--- src/rtl/dob_pkg.sv ---
package dob_pkg;

	// day count bits that take part (the input field itself is 16 bits)
	localparam int COUNT_WIDTH = 16;
	localparam int CNT_FIELD_W = 16;
	localparam int CNT_EFF_W   = (COUNT_WIDTH < CNT_FIELD_W) ? COUNT_WIDTH : CNT_FIELD_W;

	localparam int DAY_W  = 5;
	localparam int MON_W  = 4;
	localparam int YEAR_W = 14;

	// working widths: shared subtractor, signed walking year, year modulo 400
	localparam int ACC_W = 18;
	localparam int YR_W  = 16;
	localparam int RES_W = 9;

	localparam logic [ACC_W-1:0] CYCLE_LEAP  = ACC_W'(146097);
	localparam logic [ACC_W-1:0] CYCLE_PLAIN = ACC_W'(146000);
	localparam logic [ACC_W-1:0] ERA_YEARS   = ACC_W'(400);
	localparam logic [RES_W-1:0] ERA_LAST    = RES_W'(399);
	localparam logic [RES_W-1:0] CENTURY_1   = RES_W'(100);
	localparam logic [RES_W-1:0] CENTURY_2   = RES_W'(200);
	localparam logic [RES_W-1:0] CENTURY_3   = RES_W'(300);
	localparam logic [YR_W-1:0]  YEAR_MAX    = YR_W'(9999);
	localparam logic [YR_W-1:0]  ERA_STEP    = YR_W'(400);

	localparam logic [MON_W-1:0] MONTH_JAN = MON_W'(1);
	localparam logic [MON_W-1:0] MONTH_DEC = MON_W'(12);

	// configuration port
	localparam int PADDR_W = 2;
	localparam int PDATA_W = 32;
	localparam logic [PADDR_W-1:0] ADDR_USE_LEAP = PADDR_W'(0);

	localparam logic [DAY_W-1:0] MONTH_LEN_PLAIN [13] = '{
		5'd0, 5'd31, 5'd28, 5'd31, 5'd30, 5'd31, 5'd30,
		5'd31, 5'd31, 5'd30, 5'd31, 5'd30, 5'd31};
	localparam logic [DAY_W-1:0] MONTH_LEN_LEAP [13] = '{
		5'd0, 5'd31, 5'd29, 5'd31, 5'd30, 5'd31, 5'd30,
		5'd31, 5'd31, 5'd30, 5'd31, 5'd30, 5'd31};

	typedef struct packed {
		logic              mode;
		logic [DAY_W-1:0]  start_day;
		logic [MON_W-1:0]  start_month;
		logic [YEAR_W-1:0] start_year;
		logic [CNT_FIELD_W-1:0] day_count;
	} dob_item_t;

	typedef struct packed {
		logic [DAY_W-1:0]  result_day;
		logic [MON_W-1:0]  result_month;
		logic [YEAR_W-1:0] result_year;
		logic              bad_input;
		logic              year_overflow;
	} dob_result_t;

	typedef struct packed {
		logic busy;
		logic done;
	} dob_status_t;

	typedef enum logic [2:0] {
		ST_IDLE,
		ST_REDUCE,
		ST_CHECK,
		ST_SKIP,
		ST_WALK,
		ST_FINISH
	} dob_state_t;

	// r is the year modulo 400; year 0 of the era is a leap year
	function automatic logic is_leap(input logic en, input logic [RES_W-1:0] r);
		is_leap = en && (r[1:0] == 2'b00) && (r != CENTURY_1) && (r != CENTURY_2)
			&& (r != CENTURY_3);
	endfunction

	function automatic logic [DAY_W-1:0] month_len(input logic leap, input logic [MON_W-1:0] m);
		if (m < MONTH_JAN || m > MONTH_DEC) begin
			month_len = '0;
		end else if (leap) begin
			month_len = MONTH_LEN_LEAP[m];
		end else begin
			month_len = MONTH_LEN_PLAIN[m];
		end
	endfunction

endpackage

--- src/rtl/dob_core.sv ---
module dob_core
	import dob_pkg::*;
(
	input  logic        clk,
	input  logic        arst_n,
	input  logic        start,
	input  dob_item_t   item,
	input  logic        leap_en,
	input  logic        take,
	output dob_status_t status,
	output dob_result_t result
);

	dob_state_t state_q, state_d;

	logic              mode_q;
	logic [DAY_W-1:0]  d_q;
	logic [MON_W-1:0]  m_q;
	logic [YR_W-1:0]   y_q;
	logic [YEAR_W-1:0] r_q;
	logic [ACC_W-1:0]  ds_q;
	logic              bad_q;

	logic [DAY_W-1:0]  ml_cur;
	logic [DAY_W:0]    delta;
	logic [ACC_W-1:0]  sub_a, sub_b;
	logic [ACC_W:0]    diff;
	logic              fits;
	logic              date_ok;
	logic [RES_W-1:0]  r_inc, r_dec;
	logic [MON_W-1:0]  m_prev;
	logic [RES_W-1:0]  r_prev;

	assign ml_cur  = month_len(is_leap(leap_en, r_q[RES_W-1:0]), m_q);
	assign delta   = {1'b0, ml_cur} - {1'b0, d_q} + (DAY_W+1)'(1);
	assign date_ok = (m_q >= MONTH_JAN) && (m_q <= MONTH_DEC) && (d_q != '0) && (d_q <= ml_cur);

	assign r_inc = (r_q[RES_W-1:0] == ERA_LAST) ? '0 : r_q[RES_W-1:0] + RES_W'(1);
	assign r_dec = (r_q[RES_W-1:0] == '0) ? ERA_LAST : r_q[RES_W-1:0] - RES_W'(1);
	assign m_prev = (m_q == MONTH_JAN) ? MONTH_DEC : m_q - MON_W'(1);
	assign r_prev = (m_q == MONTH_JAN) ? r_dec : r_q[RES_W-1:0];

	// shared subtract and compare unit
	always_comb begin
		sub_a = ds_q;
		sub_b = '0;
		unique case (state_q)
			ST_REDUCE: begin
				sub_a = ACC_W'(r_q);
				sub_b = ERA_YEARS;
			end
			ST_SKIP: begin
				sub_b = leap_en ? CYCLE_LEAP : CYCLE_PLAIN;
			end
			ST_WALK: begin
				sub_b = mode_q ? ACC_W'(d_q) : ACC_W'(delta);
			end
			default: begin
				sub_b = '0;
			end
		endcase
	end

	assign diff = {1'b0, sub_a} - {1'b0, sub_b};
	assign fits = !diff[ACC_W];

	// next state
	always_comb begin
		state_d = state_q;
		unique case (state_q)
			ST_IDLE: begin
				if (start) state_d = ST_REDUCE;
			end
			ST_REDUCE: begin
				if (!fits) state_d = ST_CHECK;
			end
			ST_CHECK: begin
				state_d = date_ok ? ST_SKIP : ST_FINISH;
			end
			ST_SKIP: begin
				if (!fits) state_d = ST_WALK;
			end
			ST_WALK: begin
				if (!fits) state_d = ST_FINISH;
			end
			ST_FINISH: begin
				if (take) state_d = ST_IDLE;
			end
			default: begin
				state_d = ST_IDLE;
			end
		endcase
	end

	// outputs
	always_comb begin
		status.busy = (state_q != ST_IDLE);
		status.done = (state_q == ST_FINISH);
		result      = '0;
		if (bad_q) begin
			result.bad_input = 1'b1;
		end else begin
			result.result_day   = d_q;
			result.result_month = m_q;
			if (y_q[YR_W-1]) begin
				result.year_overflow = 1'b1;
			end else if (y_q > YEAR_MAX) begin
				result.result_year   = YEAR_MAX[YEAR_W-1:0];
				result.year_overflow = 1'b1;
			end else begin
				result.result_year = y_q[YEAR_W-1:0];
			end
		end
	end

	always_ff @(posedge clk or negedge arst_n) begin
		if (!arst_n) begin
			state_q <= ST_IDLE;
		end else begin
			state_q <= state_d;
		end
	end

	always_ff @(posedge clk) begin
		unique case (state_q)
			ST_IDLE: begin
				if (start) begin
					mode_q <= item.mode;
					d_q    <= item.start_day;
					m_q    <= item.start_month;
					y_q    <= YR_W'(item.start_year);
					r_q    <= item.start_year;
					ds_q   <= ACC_W'(item.day_count[CNT_EFF_W-1:0]);
					bad_q  <= 1'b0;
				end
			end
			ST_REDUCE: begin
				if (fits) r_q <= diff[YEAR_W-1:0];
			end
			ST_CHECK: begin
				bad_q <= !date_ok;
			end
			ST_SKIP: begin
				if (fits) begin
					ds_q <= diff[ACC_W-1:0];
					y_q  <= mode_q ? y_q - ERA_STEP : y_q + ERA_STEP;
				end
			end
			ST_WALK: begin
				if (fits) begin
					ds_q <= diff[ACC_W-1:0];
					if (!mode_q) begin
						d_q <= DAY_W'(1);
						if (m_q == MONTH_DEC) begin
							m_q <= MONTH_JAN;
							y_q <= y_q + YR_W'(1);
							r_q <= YEAR_W'(r_inc);
						end else begin
							m_q <= m_q + MON_W'(1);
						end
					end else begin
						m_q <= m_prev;
						d_q <= month_len(is_leap(leap_en, r_prev), m_prev);
						r_q <= YEAR_W'(r_prev);
						if (m_q == MONTH_JAN) y_q <= y_q - YR_W'(1);
					end
				end else if (!mode_q) begin
					d_q <= d_q + ds_q[DAY_W-1:0];
				end else begin
					d_q <= d_q - ds_q[DAY_W-1:0];
				end
			end
			default: begin
			end
		endcase
	end

endmodule

--- src/rtl/date_offset_by_days.sv ---
// date offset: moves a calendar date (day, month, year) forward or backward by a day
// count and returns the new date, one result transfer per item transfer. an item first
// reduces its year modulo 400, then checks the date, skips whole 400-year eras (a 16-bit
// count never spans a whole era), walks one month boundary at a time and ends with the
// last part month, then waits to hand the result over until the output register is free.
// a bad date stops after the check. the reduction, the era skip and the month walk all
// share the single subtract and compare unit.
// the block takes no new item while one is in work; a finished result waits in an
// output register, so the next item can be taken while that result is still unread.
// bad dates give a zero date with bad_input set; years outside 0..9999 saturate and set
// year_overflow. the leap-year switch sits at byte address 0 of the apb-style port; the
// user must write it only while the block is idle, which the block does not enforce.
module date_offset_by_days
	import dob_pkg::*;
(
	input  logic               clk,
	input  logic               arst_n,
	// configuration port
	input  logic               psel,
	input  logic               penable,
	input  logic               pwrite,
	input  logic [PADDR_W-1:0] paddr,
	input  logic [PDATA_W-1:0] pwdata,
	output logic [PDATA_W-1:0] prdata,
	output logic               pready,
	// item channel
	input  logic               item_valid,
	output logic               item_ready,
	input  dob_item_t          item,
	// result channel
	output logic               result_valid,
	input  logic               result_ready,
	output dob_result_t        result
);

	logic        use_leap_q;
	logic        result_valid_q;
	dob_result_t result_q;

	dob_status_t core_status;
	dob_result_t core_result;
	logic        start;
	logic        take;

	// config register, written in the access phase of a transfer
	assign pready = 1'b1;
	assign prdata = (paddr == ADDR_USE_LEAP) ? PDATA_W'(use_leap_q) : '0;

	always_ff @(posedge clk or negedge arst_n) begin
		if (!arst_n) begin
			use_leap_q <= 1'b1;
		end else if (psel && penable && pwrite && pready && (paddr == ADDR_USE_LEAP)) begin
			use_leap_q <= pwdata[0];
		end
	end

	// one item in work at a time
	assign item_ready = !core_status.busy;
	assign start      = item_valid && item_ready;

	// the output register is free when empty or being read out this cycle
	assign take = !result_valid_q || result_ready;

	dob_core u_core (
		.clk     (clk),
		.arst_n  (arst_n),
		.start   (start),
		.item    (item),
		.leap_en (use_leap_q),
		.take    (take),
		.status  (core_status),
		.result  (core_result)
	);

	// output register between core and result channel
	always_ff @(posedge clk or negedge arst_n) begin
		if (!arst_n) begin
			result_valid_q <= 1'b0;
		end else if (core_status.done && take) begin
			result_valid_q <= 1'b1;
		end else if (result_ready) begin
			result_valid_q <= 1'b0;
		end
	end

	always_ff @(posedge clk) begin
		if (core_status.done && take) begin
			result_q <= core_result;
		end
	end

	assign result_valid = result_valid_q;
	assign result       = result_q;

`ifndef NO_ASSERTIONS
	// an accepted item keeps the block busy in the next cycle
	assert property (@(posedge clk) disable iff (!arst_n)
		item_valid && item_ready |=> !item_ready)
		else $error("item taken while previous item still in work");

	// a bad start date gives an all-zero date and no overflow
	assert property (@(posedge clk) disable iff (!arst_n)
		result_valid && result.bad_input |->
		result.result_day == '0 && result.result_month == '0 &&
		result.result_year == '0 && !result.year_overflow)
		else $error("bad input result carries a date");

	// a good result is a real date
	assert property (@(posedge clk) disable iff (!arst_n)
		result_valid && !result.bad_input |->
		result.result_month >= MONTH_JAN && result.result_month <= MONTH_DEC &&
		result.result_day != '0)
		else $error("result date out of range");

	// overflow only at a saturation bound
	assert property (@(posedge clk) disable iff (!arst_n)
		result_valid && result.year_overflow |->
		result.result_year == '0 || result.result_year == YEAR_MAX[YEAR_W-1:0])
		else $error("overflow flagged without saturated year");
`endif

endmodule

--- config.mk ---
export PLATFORM = sky130hd
export DESIGN_NAME = date_offset_by_days
export DESIGN_NICKNAME = d
export VERILOG_FILES = /design/src/rtl/dob_pkg.sv /design/src/rtl/dob_core.sv /design/src/rtl/date_offset_by_days.sv
export SDC_FILE = /design/constraint.sdc
export NUM_CORES = 1
export LEC_CHECK = 0
export BUFFER_PORTS_ARGS = -buffer_cell sky130_fd_sc_hd__buf_2
export CORE_MARGIN = 1.5
export CORE_UTILIZATION = 57
export DETAILED_ROUTE_END_ITERATION = 8
export MAX_ROUTING_LAYER = met4
export PLACE_DENSITY = 0.82
export SLEW_MARGIN = 25
export SYNTH_ARGS = -nofsm -noshare
export SYNTH_HDL_FRONTEND = slang
export SYNTH_SLANG_ARGS = --single-unit
export TNS_END_PERCENT = 30
--- constraint.sdc ---
create_clock -name clk -period 7.05 [get_ports clk]
set_input_delay 1.0575 -clock clk [delete_from_list [all_inputs] [get_ports clk]]
set_output_delay 1.0575 -clock clk [all_outputs]
set_load 0.01 [all_outputs]
==> impl_metrics.csv <==
group,metric,value,unit
clock_network,root_buffer,"sky130_fd_sc_hd__clkbuf_16",
timing,slew_violations,0,
run_status,status,"finished, final reports clean",
placement,place.port_buffers,77,
timing,hold_violations,0,
critical_path,timing.critical_path.from_type,"flip-flop",
clock_network,cts_buffer_depth,2,
floorplan,dieArea,14080,sq um
clock_network,htree_num_levels,3,
critical_path,crit-reg2reg-capture,"u_core.ds_q[1]$_DFFE_PP_",
timing,fin_worst_skew,0.005182,ns
yosys,async_set_reset_flop_share_out_of_synthesis,0.05618,
critical_path,worst_ep_arrival_time,6.33,ns
critical_path,cp_required,6.96,ns
clock_network,clkSlewWorstSetupHoldPaths,0.06,ns
routing,viasPerCell,6.138,
global_route,first_global_vias,6092,
routing,initialDrtViolationCount,718,
global_route,grt.overflow.total,0,
global_route,grt_first_pass_wirelength,31140,um
clock_network,clk_latency,0.35,ns
yosys,synth_area_leader_cell,"sky130_fd_sc_hd__edfxtp_1",
cells_and_area,final_design_area_no_fill,8364,sq um
critical_path,cell_breakdown_of_the_critical_path,"buf_4, inv_1, ha_1, ha_1, a21oi_1, o21ai_0, inv_1, ha_1, inv_1, fa_1, inv_1, a21o_1, a21oi_1, xnor2_1, o31a_1, ha_1, or4_1, o22ai_1, o21ai_1, o21ai_1, nand2b_1, nand2_1, nand2_1",
routing,drt_first_pass_iters,5,
floorplan,num_io_pins,141,
global_route,initial_antenna_violation_count,0,
timing,actual_transition_at_the_worst_max_transition_pin,1.042,ns
timing,fin_crit_sh,0.9103,
placement,place_congestion,0.9776,
run,cap_viol_max_count,0,
floorplan,core_region_area,13140,sq um
placement,place.detailed.hpwl,14010,um
critical_path,r2r_cells,23,
routing,route.detailed.drc,0,
power,total_leakage_power,0.003517,uW
power,pwr_density_cell,571.2,nW/um^2
routing,detailroute.via_count,6758,
global_route,pin_count_of_the_biggest_net_entering_global_routing,36,
critical_path,r2r_start,"u_core.m_q[0]$_DFFE_PP_",
critical_path,cp_top_family,"simple AND/OR/NAND/NOR gates",
placement,post-place-cells,1084,
yosys,synth_edf_count,84,
timing,slew-limit-headroom,0.3031,
timing,rsz_0062_raised_after_global_routing,"no",
critical_path,worst-r2r-setup-slack,0.63,ns
critical_path,worstSetupEndpointType,"flip-flop",
yosys,share_of_synthesized_area_occupied_by_flip_flops_and_latches,0.3473,
critical_path,crit_type,"flip-flop to flip-flop",
cells_and_area,finish.cell_count_without_fillers,1101,
critical_path,crit_path_max_fanout,18,
cells_and_area,antenna-diode-count,0,
timing,fin_tns_setup,0,ns
routing,wl,19110,um
cells_and_area,syn_to_final_growth,9.662,%
timing,post-route-min-period,6.418,ns
critical_path,cpMaxStageDelayCell,"sky130_fd_sc_hd__or4_1",
yosys,post_synth_instance_area,7627,sq um
power,worst_ir_drop_vdd,298.5,uV
clock_network,cts_tree,"built",
yosys,ys_warn_count,0,
floorplan,initial_utilization,0.5806,
timing,final_setup_viols,0,
yosys,most_used_dff_post_synth,"sky130_fd_sc_hd__edfxtp_1",
yosys,netlist.area_leader.share,0.3307,
min_path,min_path_type,"input port to asynchronous set/reset pin",
timing,timing.fmax,155.8,MHz
floorplan,die_height,118.7,um
clock_network,clock_sinks,89,
critical_path,cpPeakStageDelay,0.57,ns
yosys,largest_cells_by_area_after_synthesis,"sky130_fd_sc_hd__edfxtp_1 (33%), sky130_fd_sc_hd__ha_1 (8.9%), sky130_fd_sc_hd__nand2_1 (5.3%)",
cells_and_area,finalCoreUtilization,0.6367,
clock_network,cts_hold_repair.buffers,0,
clock_network,numCtsBuffers,9,
cells_and_area,fin_nets,1061,
routing,drtAntennaViolNets,0,
floorplan,rows,42,
cells_and_area,drive_above_1_share,0.1384,
routing,drt-wirelength-per-cell,17.36,um
floorplan,dieWidth,118.7,um
global_route,global_route.usage.total,0.2873,
placement,postPlaceCellArea,8034,sq um
yosys,post_synth_num_cell_types,76,
clock_network,post-cts-setup-buffers,0,
critical_path,buf_inv_on_cp,5,
critical_path,worst_setup_path_endpoint,"u_core.ds_q[1]$_DFFE_PP_",
yosys,ys_ff_latch,89,
timing,fin_hold_ws,0.5110,ns
clock_network,cts.repair.resized,0,
critical_path,crit_start,"u_core.m_q[0]$_DFFE_PP_",
yosys,avgSynthCellArea,8.818,sq um
critical_path,cp_num_cells,23,
yosys,syn_inst,865,
[through the flow]
stage               setup WS [ns]  power, uW
finish                     0.6322       4777
global route               0.2454       5182
CTS                        0.6572       4714
detailed placement         0.7702       4165
global placement           0.8881       4100
floorplan                   1.318       3488
[power by group]
group	leakage (uW)	internal (uW)	total, uW	switching (uW)
clock network	0.000154	320	523	203
logic	0.00251	1240	3070	1820
registers	0.000852	938	1190	248
[placed cells by master (no fill, tap or decap), types with 11 or more instances in the layout]
master                       n
sky130_fd_sc_hd__buf_2      77
sky130_fd_sc_hd__o21ai_0    59
sky130_fd_sc_hd__mux2i_1    15
sky130_fd_sc_hd__and2_1     13
sky130_fd_sc_hd__o21ai_1    13
sky130_fd_sc_hd__o21a_1     15
sky130_fd_sc_hd__a21oi_1    41
sky130_fd_sc_hd__inv_1      39
sky130_fd_sc_hd__edfxtp_1   84
sky130_fd_sc_hd__nand2_1   108
sky130_fd_sc_hd__buf_4      12
sky130_fd_sc_hd__nor2_1     61
sky130_fd_sc_hd__conb_1     32
sky130_fd_sc_hd__ha_1       54
sky130_fd_sc_hd__nand2b_1   11
sky130_fd_sc_hd__a21o_1     14
sky130_fd_sc_hd__xnor2_1    23
sky130_fd_sc_hd__nand3_1    14
sky130_fd_sc_hd__nor3_1     21
[cell usage after synthesis, types with 5 or more instances]
master	n
sky130_fd_sc_hd__edfxtp_1	84
sky130_fd_sc_hd__nand3_1	14
sky130_fd_sc_hd__a31oi_1	7
sky130_fd_sc_hd__o221ai_1	8
sky130_fd_sc_hd__clkbuf_1	35
sky130_fd_sc_hd__mux2_2	9
sky130_fd_sc_hd__nand2_1	108
sky130_fd_sc_hd__xor2_1	10
sky130_fd_sc_hd__nand2b_1	11
sky130_fd_sc_hd__buf_2	5
sky130_fd_sc_hd__mux2i_1	15
sky130_fd_sc_hd__o31ai_1	8
sky130_fd_sc_hd__o21a_1	15
sky130_fd_sc_hd__xnor2_1	23
sky130_fd_sc_hd__o21ai_0	59
sky130_fd_sc_hd__buf_4	32
sky130_fd_sc_hd__a21oi_1	41
sky130_fd_sc_hd__a221o_1	7
sky130_fd_sc_hd__a211oi_1	7
sky130_fd_sc_hd__o211ai_1	7
sky130_fd_sc_hd__inv_1	39
sky130_fd_sc_hd__and2_1	13
sky130_fd_sc_hd__a22oi_1	6
sky130_fd_sc_hd__nor2_1	63
sky130_fd_sc_hd__fa_1	6
sky130_fd_sc_hd__o22ai_1	6
sky130_fd_sc_hd__o21ai_1	13
sky130_fd_sc_hd__nor3_1	21
sky130_fd_sc_hd__or4_1	5
sky130_fd_sc_hd__nor4_1	8
sky130_fd_sc_hd__nand4_1	10
sky130_fd_sc_hd__nor2b_1	10
sky130_fd_sc_hd__a22o_1	10
sky130_fd_sc_hd__o21bai_1	8
sky130_fd_sc_hd__ha_1	54
sky130_fd_sc_hd__a21o_1	14
[layer usage]
metal  GRT usage  up-vias  wire length [um]
met5           -        -                 0
met4      0.1190        0               588
met3     0.06226       52              1940
met2      0.4233      347              8513
met1      0.3855     3117              8072
li1            -     3242                 -
[worst min-delay path by stage]
stage                                    start                       endpoint  slack, ns  depth (start not counted)
CTS                                     arst_n  u_core.state_q[2]$_DFFE_PN0P_       0.51                          1
global route                            arst_n  u_core.state_q[0]$_DFFE_PN0P_       0.51                          1
floorplan           u_core.bad_q$_SDFFCE_PN0P_            result[1]$_DFFE_PP_       0.47                          0
detailed placement     u_core.y_q[2]$_DFFE_PP_        result[4]$_SDFFCE_PP0P_       0.58                          1
global placement       u_core.y_q[3]$_DFFE_PP_        result[5]$_SDFFCE_PP0P_       0.57                          1
finish                                  arst_n  u_core.state_q[0]$_DFFE_PN0P_       0.51                          1
[flip-flops by register name, summed over array words and instances, names as in the netlist]
| signal | flops |
|---|---|
| u_core.state_q | 3 |
| u_core.bad_q | 1 |
| result_valid | 1 |
| result | 25 |
| u_core.ds_q | 18 |
| u_core.d_q | 5 |
| u_core.r_q | 14 |
| u_core.m_q | 4 |
| u_core.y_q | 16 |
| use_leap_q | 1 |
| u_core.mode_q | 1 |
[worst register-to-register path, cell delays in order, from the launching register on]
cell	delay [ns]
sky130_fd_sc_hd__edfxtp_1	0.35
sky130_fd_sc_hd__buf_4	0.19
sky130_fd_sc_hd__inv_1	0.18
sky130_fd_sc_hd__ha_1	0.35
sky130_fd_sc_hd__ha_1	0.20
sky130_fd_sc_hd__a21oi_1	0.04
sky130_fd_sc_hd__o21ai_0	0.45
sky130_fd_sc_hd__inv_1	0.19
sky130_fd_sc_hd__ha_1	0.37
sky130_fd_sc_hd__inv_1	0.07
sky130_fd_sc_hd__fa_1	0.46
sky130_fd_sc_hd__inv_1	0.07
sky130_fd_sc_hd__a21o_1	0.10
sky130_fd_sc_hd__a21oi_1	0.07
sky130_fd_sc_hd__xnor2_1	0.14
sky130_fd_sc_hd__o31a_1	0.26
sky130_fd_sc_hd__ha_1	0.23
sky130_fd_sc_hd__or4_1	0.57
sky130_fd_sc_hd__o22ai_1	0.23
sky130_fd_sc_hd__o21ai_1	0.13
sky130_fd_sc_hd__o21ai_1	0.23
sky130_fd_sc_hd__nand2b_1	0.34
sky130_fd_sc_hd__nand2_1	0.22
sky130_fd_sc_hd__nand2_1	0.52
[kinds of logic (layout without fill, tap and decap cells)]
kind of cell	count (synthesis)	count (layout)	share of synthesized area
AO/OA/AOI/OAI	250	250	0.2192
other	2	32	0.0009846
flip-flops	89	89	0.3473
XOR/XNOR	33	33	0.03789
AND/OR/NAND/NOR	290	290	0.1832
multiplexers	24	24	0.03297
buffers and inverters	117	147	0.07415
adder cells (fa/ha/maj)	60	60	0.1043
[area by class of cell]
cell class | count | area, sq um
Inverter | 41 | 153.9
Clock inverter | 3 | 65.06
Fill cell | 1125 | 4773
Tap cell | 176 | 220.2
Timing Repair Buffer | 90 | 490.5
Clock buffer | 13 | 250.2
Sequential cell | 89 | 2649
Multi-Input combinational cell | 689 | 4536
Note: power is estimated with default switching activity, not from simulation.
